<file path="config.mk">
export PLATFORM = sky130hd
export DESIGN_NAME = smsel_cell
export DESIGN_NICKNAME = d
export VERILOG_FILES = /design/src/rtl/set_median_select_macros.svh /design/src/rtl/smsel_pkg.sv /design/src/rtl/smsel_cell.sv
export SDC_FILE = /design/constraint.sdc
export NUM_CORES = 1
export LEC_CHECK = 0
export ABC_AREA = 1
export BUFFER_PORTS_ARGS = -buffer_cell sky130_fd_sc_hd__buf_2
export CAP_MARGIN = 0
export CORE_MARGIN = 2
export CORE_UTILIZATION = 41
export DETAILED_ROUTE_END_ITERATION = 16
export GPL_TIMING_DRIVEN = 0
export MAX_ROUTING_LAYER = met4
export PLACE_DENSITY = 0.86
export SYNTH_ARGS = -nofsm -noshare
export SYNTH_HDL_FRONTEND = slang
export SYNTH_SLANG_ARGS = --single-unit
</file>
<file path="constraint.sdc">
create_clock -name clk -period 2.4 [get_ports clk]
set_input_delay 0 -clock clk [delete_from_list [all_inputs] [get_ports clk]]
set_output_delay 0 -clock clk [all_outputs]
set_load 0.05 [all_outputs]
</file>
<file path="src/rtl/set_median_select_macros.svh">
// Assertion macros used by the median selection RTL.
`ifndef SET_MEDIAN_SELECT_MACROS_SVH
`define SET_MEDIAN_SELECT_MACROS_SVH

`ifndef NO_ASSERTIONS
// Antecedent implies consequent in the same cycle.
`define SMSEL_ASSERT_SAME(label, ante, cons) \
    label: assert property (@(posedge clk) disable iff (!rst_n) (ante) |-> (cons)) \
        else $error("median select assertion failed");
// Antecedent implies consequent in the next cycle.
`define SMSEL_ASSERT_NEXT(label, ante, cons) \
    label: assert property (@(posedge clk) disable iff (!rst_n) (ante) |=> (cons)) \
        else $error("median select assertion failed");
`else
`define SMSEL_ASSERT_SAME(label, ante, cons)
`define SMSEL_ASSERT_NEXT(label, ante, cons)
`endif

`endif

</file>
<file path="src/rtl/smsel_pkg.sv">
// Package with constants and types of the median selection block.
`timescale 1ns / 1ps
`default_nettype none

package smsel_pkg;

    localparam int MAX_ITEMS  = 256;
    localparam int VALUE_BITS = 32;
    localparam int CNT_W      = $clog2(MAX_ITEMS + 1);
    localparam int IDX_W      = $clog2(MAX_ITEMS);

    typedef logic signed [VALUE_BITS-1:0] value_t;
    typedef logic [CNT_W-1:0]             count_t;
    typedef logic [IDX_W-1:0]             index_t;

    typedef struct packed {
        logic   ins;
        logic   shift;
        value_t value;
    } smsel_cmd_t;

    typedef enum logic [1:0] {
        ST_IDLE,
        ST_SHIFT,
        ST_SUM
    } smsel_state_t;

endpackage

`default_nettype wire

</file>
<file path="src/rtl/smsel_cell.sv">
// One cell of the sorted insertion chain.
`timescale 1ns / 1ps
`default_nettype none

module smsel_cell
    import smsel_pkg::*;
(
    input  wire logic       clk,
    input  wire smsel_cmd_t cmd,
    input  wire logic       occupied,
    input  wire logic       left_gt,
    input  wire value_t     left_value,
    input  wire value_t     right_value,
    output logic            gt,
    output value_t          value
);

    value_t value_reg;
    value_t value_next;

    // An empty cell counts as greater than any value, so the new value lands
    // in the first empty cell when nothing stored exceeds it.
    assign gt    = !occupied || (value_reg > cmd.value);
    assign value = value_reg;

    always_comb
    begin
        value_next = value_reg;
        if (cmd.shift)
        begin
            value_next = right_value;
        end
        else if (cmd.ins && gt)
        begin
            value_next = left_gt ? left_value : cmd.value;
        end
    end

    always_ff @(posedge clk)
    begin
        value_reg <= value_next;
    end

endmodule

`default_nettype wire

</file>
==> run metrics <==
DP HPWL 5510 µm; Layout fillers around 500; TritonCTS buffer count 5; WP buf/inv 0; initial antenna violation count 0; fin crit period 2190 ps; pin count of the biggest net entering global routing 33; root buf cell clkbuf_8; post-synthesis cell count slightly below 300; Seq/Total Area, Yosys 0.382; RSZ-0062 raised after global routing false; Worst-path clk slew around 70 ps; Post-Syn Nets roughly 430; Mapped Area ~2500 µm²; CTS tree yes; placed insts between 400 and 500; WL/cell around 14 µm; Ports between 100 and 150; arrival time worst endpoint between 2000 and 2500 ps; pwr dens a little over 500 nW/µm²; slowest CP cell edfxtp_1; Tightest Pin Transition ~1400 ps; die height 82.4 µm; met2 usage 0.419; Worst Path Required about 2400 ps; Peak supply drop about 0.32 mV; Skew-Pair Late Insertion Delay roughly 290 ps; Yosys top cell area share 0.382; leakage roughly 1.8 nW; Hold WC Path Type in -> reg; Worst slew margin 0.0995; drt via density 5.04; post-route ant nets 0; row cnt 28; Synth warnings 0; gr usage total 0.227; critical path class reg -> reg; period utilization 0.914; status completed; Max Slew Vio Count 0; Final setup viols 0; Max Buffers Root-to-Sink 2; Residual DRC 0; mean area per synthesized cell ~8.6 µm²; routability cong. between 0.8 and 0.9; area leader, netlist edfxtp_1; ranking of synthesized cells by area edfxtp_1 (38%), ha_1 (16%), nand2_1 (10%), o21a_1 (9.2%), o211ai_1 (8.6%); crit-path cells ha_1, nand2_1, nor2_1, nand4_2, nor2_2, nand2_1, nand3_1, nand3_2, nand2_4, nand2_8, nand2_4; crit path capture type flip-flop; TNS Setup 0 ps; Worst Skew approximately 7.6 ps; Max Cap Viol 0; Synth-to-Final Area Change 47.4%; crit-path max FO 8; total grt overflow 0; Worst path top cell family by delay simple AND/OR/NAND/NOR gates; GRT met3 Usage 0.0511; Detailed Route WL 7760 µm; vias in the first global route roughly 2600; fin nets roughly 600; first-pass GRT wire length 11400 µm; Largest register FFs 32; Port Buffers 132; GR peak layer met2; Core ar. approximately 5900 µm²; final hold vios 0; die width 82.4 µm; drt first pass iters 4; maximum clock rate roughly 0.46 GHz; Initial Util 0.425; H-tree Lvls 2; critical path launch point type flip-flop; routed via count around 2700; Synth cell types 21; non-filler cells, final ~540; GR Util met1 0.245; Ant. Diodes 0; #FFs+latches synth 32; proportion of layout cells with a drive suffix above 1 0.339; TritonCTS Sinks 32; Die ar. 6780 µm²; initial DRC count around 110; CP max stage delay between 400 and 500 ps
==> timing repair <==
action,CTS,global route
endpoints found under the hold margin,25,0
setup endpoints to repair,0,32
hold buffers,25,0
setup buffers,0,0
gates resized for setup,0,5
==> worst reg2reg max path, stage by stage, from the launching register on <==
cell and delay (ps):
edfxtp_1 410, ha_1 310, nand2_1 80, nor2_1 180, nand4_2 140, nor2_2 130
nand2_1 80, nand3_1 90, nand3_2 110, nand2_4 100, nand2_8 110, nand2_4 150
==> power by group <==
| part | switching (W) | leakage (nW) | internal, W |
|---|---|---|---|
| clock | 0.000207 | 0.0453 | 0.000197 |
| sequential | 0.0000344 | 0.319 | 0.000693 |
| combinational | 0.000506 | 1.47 | 0.000278 |
==> per-stage QoR <==
stage	worst slack (ps)	cell area [µm²]	hold WS, ps	total power [W]	utilization
floorplan	18.0	2550	101	0.00124	-
CTS	144	3640	0.0554	0.00190	0.615
global placement	194	3310	272	0.00144	0.559
finish	207	3710	6.12	0.00191	0.627
detailed placement	162	3310	276	0.00146	0.559
global route	16.0	3710	3.54	0.00204	0.627
==> path summary, 6_finish.rpt <==
| check | slack, ps | from | endpoint | cells after the start |
|---|---|---|---|---|
| max reg2reg | 210 | value[23] | value[16] | 11 |
| min reg2reg | 1190 | value[31] | value[22] | 7 |
| min | 6 | right_value[3] | value[3] | 2 |
| max | 210 | value[23] | value[16] | 11 |
==> kinds of logic after synthesis <==
logic type	after synthesis	share of synthesized area
DFF	32	0.382
buffers and inverters	55	0.0825
and+or+nand+nor	90	0.150
AOI/OAI and AO/OA	83	0.227
adders and majority gates	32	0.159
==> area by class of cell <==
class | count | area (µm²) | share of cell area
Clock inverter | 3 | 13.8 | 0.00371
Sequential cell | 32 | 961 | 0.259
Inverter | 42 | 158 | 0.0425
Tap cell | 75 | 93.8 | 0.0253
Clock buffer | 5 | 68.8 | 0.0185
Multi-Input combinational cell | 208 | 1450 | 0.392
Buffer | 13 | 50.0 | 0.0135
Timing Repair Buffer | 157 | 911 | 0.246
==> routing by layer <==
metal  vias up  wire length (µm)
met5         -                 0
met4         0                86
met3        10               486
met2       115              4040
met1      1218              3140
li1       1351                 -
==> synthesized netlist by cell type <==
cell type,count
buf_2,1
o21ai_0,2
o21a_1,31
a21oi_1,19
nand4_2,1
nand2_2,2
nand2_1,69
clkbuf_1,12
nor2_1,10
a21oi_2,1
nor3_2,1
a21o_1,1
edfxtp_1,32
inv_2,1
nand3_1,2
inv_1,41
nand3_2,1
nor2_2,2
o211ai_1,29
nand4_1,2
ha_1,32
==> cells in the final DEF (no fill, tap or decap) <==
cell type / instances
nand2_4: 2
a21o_1: 1
clkbuf_8: 5
nand2_2: 1
a21oi_1: 18
nand3_1: 2
ha_4: 1
a21oi_2: 2
edfxtp_1: 32
nand4_1: 2
o211ai_1: 29
nor2_1: 10
o21ai_0: 2
clkinv_1: 1
nand2_8: 4
nor2_2: 2
clkbuf_1: 12
dlygate4sd3_1: 25
nand4_2: 1
inv_1: 41
o21a_1: 31
buf_2: 133
nand2_1: 67
nor3_2: 1
clkinv_2: 2
nand3_2: 1
inv_2: 1
ha_1: 31
No activity file was read; power rests on OpenSTA's default activity.
